## config.mk

```make
export PLATFORM = sky130hd
export DESIGN_NAME = lss_cell
export DESIGN_NICKNAME = d
export VERILOG_FILES = /design/src/rtl/lss_pkg.sv /design/src/rtl/lss_cell.sv
export SDC_FILE = /design/constraint.sdc
export NUM_CORES = 1
export LEC_CHECK = 0
export ABC_AREA = 1
export BUFFER_PORTS_ARGS = -buffer_cell sky130_fd_sc_hd__buf_2
export CORE_MARGIN = 5
export CORE_UTILIZATION = 35
export DETAILED_ROUTE_END_ITERATION = 6
export GPL_ROUTABILITY_DRIVEN = 0
export PLACE_DENSITY = 0.65
export SLEW_MARGIN = 20
export SYNTH_ARGS = -nofsm -noshare
export SYNTH_HDL_FRONTEND = slang
export SYNTH_SLANG_ARGS = --single-unit
```

## constraint.sdc

```tcl
create_clock -name clk_i -period 2.9 [get_ports clk_i]
set_clock_uncertainty 0.1 [all_clocks]
set_input_delay 0 -clock clk_i [delete_from_list [all_inputs] [get_ports clk_i]]
set_output_delay 0 -clock clk_i [all_outputs]
set_load 0.01 [all_outputs]
```

## src/rtl/lss_pkg.sv

```systemverilog
// Shared types and constants for the LIFO stack with search.
package lss_pkg;

  localparam int unsigned DEPTH_DEF = 64;
  localparam int unsigned DATA_W    = 32;
  localparam int unsigned CNT_W     = 7;
  localparam int unsigned STAT_W    = 2;
  localparam int unsigned OP_W      = 3;

  typedef enum logic [OP_W-1:0] {
    OP_PUSH   = 3'd0,
    OP_POP    = 3'd1,
    OP_PEEK   = 3'd2,
    OP_LIST   = 3'd3,
    OP_COUNT  = 3'd4,
    OP_SEARCH = 3'd5,
    OP_CLEAR  = 3'd6
  } op_e;

  typedef enum logic [STAT_W-1:0] {
    ST_OK        = 2'd0,
    ST_EMPTY     = 2'd1,
    ST_FULL      = 2'd2,
    ST_NOT_FOUND = 2'd3
  } status_e;

  typedef enum logic [1:0] {
    CELL_HOLD = 2'd0,
    CELL_DOWN = 2'd1,
    CELL_UP   = 2'd2,
    CELL_ROT  = 2'd3
  } cell_op_e;

  typedef enum logic {
    FSM_IDLE = 1'b0,
    FSM_WALK = 1'b1
  } fsm_e;

  typedef struct packed {
    cell_op_e         op;
    logic [CNT_W-1:0] tail;
  } cell_cmd_t;

endpackage

```

## src/rtl/lss_cell.sv

```systemverilog
// One storage cell of the stack chain; cell 0 holds the top word.
module lss_cell #(
  parameter int unsigned IDX = 0
) (
  input  logic                          clk_i,
  input  lss_pkg::cell_cmd_t            cmd_i,
  input  logic [lss_pkg::DATA_W-1:0]    upper_i,
  input  logic [lss_pkg::DATA_W-1:0]    lower_i,
  input  logic [lss_pkg::DATA_W-1:0]    wrap_i,
  output logic [lss_pkg::DATA_W-1:0]    data_o
);

  logic [lss_pkg::DATA_W-1:0] data_q, data_d;
  logic [lss_pkg::CNT_W-1:0]  my_idx;

  assign my_idx = lss_pkg::CNT_W'(IDX);

  always_comb begin
    data_d = data_q;
    case (cmd_i.op)
      lss_pkg::CELL_DOWN: data_d = upper_i;
      lss_pkg::CELL_UP:   data_d = lower_i;
      lss_pkg::CELL_ROT: begin
        // The occupied part turns by one place: the top word moves to the tail.
        if (my_idx == cmd_i.tail) begin
          data_d = wrap_i;
        end else if (my_idx < cmd_i.tail) begin
          data_d = lower_i;
        end
      end
      default: data_d = data_q;
    endcase
  end

  always_ff @(posedge clk_i) begin
    data_q <= data_d;
  end

  assign data_o = data_q;

endmodule

```

==> results.sh, run 1 <==
export IMPL_outcome="complete, no violations"
export IMPL_cp_max_fo=32
export IMPL_async_flop_share_pct=0
export IMPL_grt_pass1_wl_um=12800
export IMPL_min_delay_start="lower_i[14]"
export IMPL_synth_fp_nets=404
export IMPL_holdPathStages=5
export IMPL_setup_ws_ns=0.312
export IMPL_fp_row_count=30
export IMPL_place_ws_ns=1.12
export IMPL_min_to="data_o[14]$_DFFE_PP_"
export IMPL_final_hold_viol_count=0
export IMPL_hpwl_um=5140
export IMPL_ir_worst_vdd_mv=0.165
export IMPL_synth_edff_count=32
export IMPL_largest_reg_flops=32
export IMPL_p_per_area_nw_per_um2=377
export IMPL_drt_iter0_markers=98
export IMPL_yosys_area_top_type="edfxtp_1"
export IMPL_pwr_share_clk_pct=23.2
export IMPL_post_cts_setup_buffers=0
export IMPL_slowest_delay_ns=0.73
export IMPL_startpoint_type="input pin"
export IMPL_dieArea_um2=8620
export IMPL_n_fill_cell=625
export IMPL_critical_path_class="input pin to flop"
export IMPL_yosysSeqAreaShare_pct=40.0
export IMPL_core_area_um2=6720
export IMPL_net_switching_power_mw=0.411
export IMPL_fin_crit_ns=2.59
export IMPL_cts_tree="yes"
export IMPL_cts_buffers=5
export IMPL_max_freq_mhz=386
export IMPL_synth_common_cells="69 x inv_1, 64 x nand3_1, 34 x nand2_1"
export IMPL_cp_top_family="buffers and inverters"
export IMPL_yosysMostFrequentCell="inv_1"
export IMPL_leakagePower_nw=1.88
export IMPL_cts_root_buf="clkbuf_8"
export IMPL_cts_htree_levels=2
export IMPL_post_route_period_util_pct=89.3
export IMPL_start_util_pct=35.8
export IMPL_relSlewSlack_pct=47.0
export IMPL_globalRouteTotalUtil_pct=18.7
export IMPL_grt_max_degree=34
export IMPL_synthFlopType="edfxtp_1"
export IMPL_grt_antenna_before_repair=0
export IMPL_path_cells="buf_2 -> ha_1 -> nor2_4 -> a22oi_1 -> dlygate4sd3_1 -> nand2_1 -> dlygate4sd3_1"
export IMPL_finalWirelength_um=8170
export IMPL_ios=138
export IMPL_ys_ff_latch=32
export IMPL_cts_clk_slew_worst_paths_ns=0.07
export IMPL_dr_pass1_iters=4
export IMPL_crit_required_ns=2.95
export IMPL_startpoint="cmd_i[7]"
export IMPL_finalSetupViolations=0
export IMPL_numClockSinks=32
export IMPL_p_int_mw=0.997
export IMPL_rsz0062_at_grt="no"
export IMPL_yosysTopAreaCellShare_pct=40.0
export IMPL_avgRoutedWirePerCell_um=14.5
export IMPL_crit_slowest_cell="nor2_4"
export IMPL_ys_types=18
export IMPL_fin_setup_tns_ns=0
export IMPL_power_share_combinational_pct=32.6
export IMPL_syn_avg_cell_area_um2=8.12
export IMPL_drc_errors=0
export IMPL_grt_remaining_overflow=0
export IMPL_cts_resized_gates=0
export IMPL_worstHoldPathType="input pin to flop"
export IMPL_area_growth_pct=55.5
export IMPL_antenna_left=0
export IMPL_portBuffers=137
export IMPL_cpMostUsedCell="dlygate4sd3_1"
export IMPL_drive_gt1_share_pct=33.8
export IMPL_syn_inst=296
export IMPL_cts_max_path_buffers=2
export IMPL_grt_pass1_vias=2927
export IMPL_nets=593
export IMPL_ys_top_cells_by_area="edfxtp_1 40%, nand3_1 13%, inv_1 11%"
export IMPL_via_per_inst=4.88
export IMPL_worst_pin_slew_ns=0.793
export IMPL_cap_viol_max_count=0
export IMPL_drv_slew=0
export IMPL_vias=2757
export IMPL_switching_share_pct=29.2
export IMPL_critPathBufInv=3
export IMPL_synthesis_area_um2=2400
export IMPL_yosys_warnings=0
export IMPL_num_antenna_cells=0
export IMPL_die_w_um=92.8
export IMPL_end_kind="flop"
export IMPL_die_h_um=92.8
export IMPL_p_seq_share_pct=44.2
export IMPL_arrival_ns=2.63
routing by layer:
layer  global-route usage [%]  routed length [um]  up-vias
met1                     21.2                3130     1253
met5                        0                   0        -
met3                     4.22                 679       10
li1                         -                   -     1369
met2                     34.0                4240      125
met4                     6.96                 114        0
worst max-delay path by stage:
stage	cells after the start	endpoint	slack (ns)
global route	7	data_o[22]$_DFFE_PP_	0.19
global placement	5	data_o[12]$_DFFE_PP_	1.12
finish	7	data_o[22]$_DFFE_PP_	0.31
CTS	7	data_o[22]$_DFFE_PP_	0.36
detailed placement	5	data_o[12]$_DFFE_PP_	1.12
floorplan	5	data_o[0]$_DFFE_PP_	1.26
through the flow:
step	total power, mW	utilization (%)	cell area [um2]	std cells	hold WS (ns)
2_1_floorplan	0.827	-	2400	296	0.104
3_3_place_gp	0.994	44.7	3010	493	0.193
3_5_place_dp	1.00	44.7	3010	493	0.199
4_1_cts	1.41	55.6	3730	565	0.00274
5_1_grt	1.49	55.6	3730	565	0.0131
6_report	1.41	55.6	3730	565	0.0132
cell type report:
class                   count  area [um2]  share of cell area (%)
clock buffers               6        72.6                    1.94
clock inverters             1        5.00                   0.134
inverters                  70         268                    7.17
multi-input cells         171         970                    26.0
flip-flops and latches     32         961                    25.7
well taps                  80         100                    2.68
repair buffers            205        1360                    36.4
cell families after synthesis:
group / after synthesis / share of synthesized area [%]
AND/OR/NAND/NOR: 105 / 21.1
AO/OA/AOI/OAI: 64 / 18.2
adder cells (fa/ha/maj): 2 / 1.04
buffers and inverters: 93 / 19.6
flip-flops: 32 / 40.0
repair_timing:
action | 4_1_cts | 5_1_grt
endpoints found under the setup margin | 0 | 0
endpoints found under the hold margin | 32 | 0
hold buffers | 65 | 0
power by group through the flow:
| stage | sequential [mW] | clock [mW] | combinational (mW) |
|---|---|---|---|
| floorplan | 0.678 | 0 | 0.149 |
| global placement | 0.631 | 0 | 0.362 |
| detailed placement | 0.633 | 0 | 0.367 |
| CTS | 0.624 | 0.332 | 0.458 |
| global route | 0.630 | 0.358 | 0.502 |
| finish | 0.623 | 0.326 | 0.459 |
placed cells by master (no fill, tap or decap), types with 5 or more instances in the layout:
cell type and instances:
a22oi_1 32, buf_2 137, clkbuf_8 5, dlygate4sd3_1 65
edfxtp_1 32, inv_1 69, nand2_1 34, nand3_1 64
o21ai_1 20, o21ai_2 10
(Power assumes the default switching activity.)
==> inputs of run 2 (changes only) <==
Settings changed: MAX_ROUTING_LAYER set to met4.
Clock period 2.9 ns to 2.7 ns, I/O delays scaled along.
==> results.sh, run 2 (synthesis gave the netlist of run 1 again) <==
export IMPL_outcome="complete, no violations"
export IMPL_hpwl_um=5230
export IMPL_antenna_left=0
export IMPL_vias=2878
export IMPL_die_w_um=92.8
export IMPL_grt_max_degree=34
export IMPL_avgRoutedWirePerCell_um=15.2
export IMPL_drive_gt1_share_pct=33.8
export IMPL_largest_reg_flops=32
export IMPL_leakagePower_nw=1.89
export IMPL_final_common_cell="buf_2"
export IMPL_cts_tree="yes"
export IMPL_wl_met2_um=4330
export IMPL_cts_clk_slew_worst_paths_ns=0.07
export IMPL_drc_errors=0
export IMPL_dr_pass1_iters=5
export IMPL_p_per_area_nw_per_um2=405
export IMPL_fin_setup_tns_ns=0
export IMPL_cap_viol_max_count=0
export IMPL_post_cts_setup_buffers=0
export IMPL_crit_required_ns=2.63
export IMPL_startpoint_type="input pin"
export IMPL_end_kind="flop"
export IMPL_final_hold_viol_count=0
export IMPL_wl_met1_um=3430
export IMPL_dieArea_um2=8620
export IMPL_placed_cell_area_um2=3010
export IMPL_relSlewSlack_pct=43.0
export IMPL_grt_pass1_vias=2839
export IMPL_finalSetupViolations=0
export IMPL_critical_path_class="input pin to flop"
export IMPL_hold_worst_slack_ns=0.00967
export IMPL_layout_common_cells="137 x buf_2, 69 x inv_1, 67 x dlygate4sd3_1, 64 x nand3_1, 34 x nand2_1"
export IMPL_n_fill_cell=647
export IMPL_core_area_um2=6720
export IMPL_fin_cells=568
export IMPL_drv_slew=0
export IMPL_worst_pin_slew_ns=0.854
export IMPL_fp_row_count=30
export IMPL_globalRouteTotalUtil_pct=19.3
export IMPL_portBuffers=137
export IMPL_grt_antenna_before_repair=0
export IMPL_report_power_total_mw=1.52
export IMPL_cp_max_fo=19
export IMPL_top_layer_used="met4"
export IMPL_numClockSinks=32
export IMPL_start_util_pct=35.8
export IMPL_cts_root_buf="clkbuf_8"
export IMPL_cts_resized_gates=0
export IMPL_num_antenna_cells=0
export IMPL_place_ws_ns=0.896
export IMPL_arrival_ns=2.45
export IMPL_ios=138
export IMPL_cts_buffers=5
export IMPL_fin_crit_ns=2.52
export IMPL_die_h_um=92.8
export IMPL_stdcell_area_um2=3760
export IMPL_finalWirelength_um=8650
export IMPL_holdPathStages=5
export IMPL_cts_htree_levels=2
export IMPL_rsz0062_at_grt="no"
export IMPL_ir_worst_vdd_mv=0.190
export IMPL_post_route_period_util_pct=93.4
export IMPL_final_util_pct=56.0
export IMPL_via_per_inst=5.07
export IMPL_worstHoldPathType="input pin to flop"
export IMPL_drt_iter0_markers=124
export IMPL_setup_ws_ns=0.178
export IMPL_grt_pass1_wl_um=13000
export IMPL_max_freq_mhz=397
export IMPL_area_growth_pct=56.6
export IMPL_dp_cells=493
export IMPL_nets=596
export IMPL_cts_max_path_buffers=2
export IMPL_grt_remaining_overflow=0
export IMPL_dr_wl_met3_um=720
-- run 2: changes by cell type in the layout (fill, tap and decap cells not counted), sizes merged --
cell	delta
dlygate4sd3	+2
nor2	+1
-- run 2: final cells by class --
type | count | area [um2] | area share (%)
flip-flops and latches | 32 | 961 | 25.5
clock inverters | 1 | 5.00 | 0.133
inverters | 70 | 268 | 7.12
well taps | 80 | 100 | 2.66
clock buffers | 6 | 72.6 | 1.93
multi-input cells | 172 | 976 | 25.9
repair buffers | 207 | 1380 | 36.7
-- run 2: where the power goes --
| part | switching, mW | internal, mW | total, mW |
|---|---|---|---|
| Sequential | 0.0213 | 0.648 | 0.669 |
| Combinational | 0.256 | 0.252 | 0.508 |
| Clock | 0.172 | 0.175 | 0.347 |
| Total | 0.449 | 1.08 | 1.52 |
-- run 2: final timing paths --
| kind | to | from |
|---|---|---|
| max | data_o[30]$_DFFE_PP_ | cmd_i[7] |
| min | data_o[18]$_DFFE_PP_ | lower_i[18] |
-- run 2: repair_timing --
action,CTS,global route
hold buffers,67,0
endpoints found under the hold margin,32,0
setup endpoints to repair,0,3
-- run 2: worst max-delay path, stage by stage --
cell,delay [ns]
buf_2,0.09
ha_1,0.70
nor2_4,0.25
a22oi_1,0.23
dlygate4sd3_1,0.59
nand2_1,0.05
dlygate4sd3_1,0.54
-- run 2: layer usage --
layer  vias to the layer above  track usage, %
li1                       1377               -
met1                      1323            21.7
met2                       162            34.4
met3                        16            3.41
met4                         0            6.84
met5                         -               -
==> inputs of run 3 (changes only) <==
Settings changed: CORE_UTILIZATION 35 to 45, GPL_ROUTABILITY_DRIVEN 0 to not set, PLACE_DENSITY 0.65 to 0.81.
==> results.sh, run 3 (synthesis gave the netlist of run 1 again) <==
export IMPL_critical_path_class="input pin to flop"
export IMPL_p_int_mw=1.09
export IMPL_grt_max_degree=34
export IMPL_n_fill_cell=396
export IMPL_die_w_um=83.1
export IMPL_fin_setup_tns_ns=0
export IMPL_post_route_period_util_pct=97.4
export IMPL_cts_tree="yes"
export IMPL_grt_pass1_vias=3213
export IMPL_via_per_inst=5.33
export IMPL_p_seq_share_pct=42.5
export IMPL_startpoint_type="input pin"
export IMPL_drt_iter0_markers=256
export IMPL_leakagePower_nw=1.91
export IMPL_place_ws_ns=0.964
export IMPL_finalSetupViolations=0
export IMPL_core_area_um2=5140
export IMPL_portBuffers=137
export IMPL_drc_errors=0
export IMPL_cts_hold_buffers=71
export IMPL_p_per_area_nw_per_um2=416
export IMPL_power_share_combinational_pct=32.9
export IMPL_cts_htree_levels=2
export IMPL_worstHoldPathType="input pin to flop"
export IMPL_cts_root_buf="clkbuf_8"
export IMPL_die_h_um=83.1
export IMPL_grt_pass1_wl_um=14700
export IMPL_cts_buffers=5
export IMPL_max_freq_mhz=380
export IMPL_largest_reg_flops=32
export IMPL_fp_row_count=26
export IMPL_start_util_pct=46.7
export IMPL_switching_share_pct=31.1
export IMPL_final_hold_viol_count=0
export IMPL_cp_max_fo=33
export IMPL_cts_clk_slew_worst_paths_ns=0.08
export IMPL_post_cts_setup_buffers=0
export IMPL_numClockSinks=32
export IMPL_antenna_left=0
export IMPL_dieArea_um2=6900
export IMPL_layout_common_cells="137 x buf_2, 71 x dlygate4sd3_1, 69 x inv_1, 64 x nand3_1, 34 x nand2_1"
export IMPL_routabilityCongestion=0.813
export IMPL_net_switching_power_mw=0.492
export IMPL_ios=138
export IMPL_drv_slew=0
export IMPL_relSlewSlack_pct=45.0
export IMPL_globalRouteTotalUtil_pct=26.6
export IMPL_grt_antenna_before_repair=0
export IMPL_num_antenna_cells=0
export IMPL_avgRoutedWirePerCell_um=16.4
export IMPL_ir_worst_vdd_mv=0.210
export IMPL_hold_worst_slack_ns=0.00890
export IMPL_final_common_cell="buf_2"
export IMPL_dr_pass1_iters=5
export IMPL_pwr_share_clk_pct=24.6
export IMPL_drive_gt1_share_pct=33.7
export IMPL_rsz0062_at_grt="no"
export IMPL_area_growth_pct=58.1
export IMPL_cap_viol_max_count=0
export IMPL_crit_required_ns=2.75
export IMPL_nets=599
export IMPL_worst_pin_slew_ns=0.823
export IMPL_fin_crit_ns=2.63
export IMPL_finalWirelength_um=9240
export IMPL_outcome="complete, no violations"
export IMPL_cts_max_path_buffers=2
export IMPL_hpwl_um=5240
export IMPL_vias=2997
export IMPL_cts_resized_gates=0
export IMPL_setup_ws_ns=0.0709
export IMPL_report_power_total_mw=1.58
export IMPL_arrival_ns=2.68
export IMPL_end_kind="flop"
export IMPL_grt_remaining_overflow=0
run 3: cell count changes in the layout (fill, tap and decap cells not counted):
cell           before  now
clkinv_2            1    0
clkinvlp_4          0    2
dlygate4sd3_1      67   71
clkbuf_1            1    0
clkinv_4            1    2
nor2_2              4    3
run 3: area by class of cell:
cell class	count	area, um2	area share [%]
Timing Repair Buffer	211	1420	37.4
Multi-Input combinational cell	171	970	25.5
Sequential cell	32	961	25.3
Inverter	70	268	7.05
Tap cell	70	87.6	2.31
Clock buffer	5	68.8	1.81
Clock inverter	3	23.8	0.626
run 3: final timing paths:
kind,end,cells after the start,slack [ns],startpoint
worst max-delay path,data_o[18]$_DFFE_PP_,9,0.07,cmd_i[7]
worst min-delay path,data_o[17]$_DFFE_PP_,5,0.009,wrap_i[17]
run 3: layer usage:
metal / global-route usage, % / vias up / share of wire [%]
met5: - / - / 0
met4: 13.5 / 0 / 3.1
met3: 5.25 / 31 / 9.0
met2: 48.0 / 201 / 53
met1: 27.3 / 1378 / 35
li1: - / 1387 / -
run 3: metrics by stage:
| step | cell area [um2] | cells | utilization [%] |
|---|---|---|---|
| floorplan | 2400 | 296 | - |
| global route | 3800 | 562 | 73.9 |
| global placement | 2990 | 483 | 58.3 |
| CTS | 3800 | 562 | 73.9 |
| finish | 3800 | 562 | 73.9 |
| detailed placement | 2990 | 483 | 58.3 |
run 3: power by group through the flow:
stage               Combinational, mW  Clock, mW  Sequential [mW]
global route                    0.558      0.416            0.680
detailed placement              0.395          0            0.681
floorplan                       0.160          0            0.728
finish                          0.520      0.389            0.671
global placement                0.384          0            0.678
CTS                             0.504      0.390            0.671
run 3: critical path, cell delays in order:
cell and delay [ns]:
buf_2 0.10, inv_1 0.04, ha_1 0.18, buf_4 0.26, nor2_4 0.67, a22oi_1 0.16, dlygate4sd3_1 0.63, nand2_1 0.07
dlygate4sd3_1 0.55
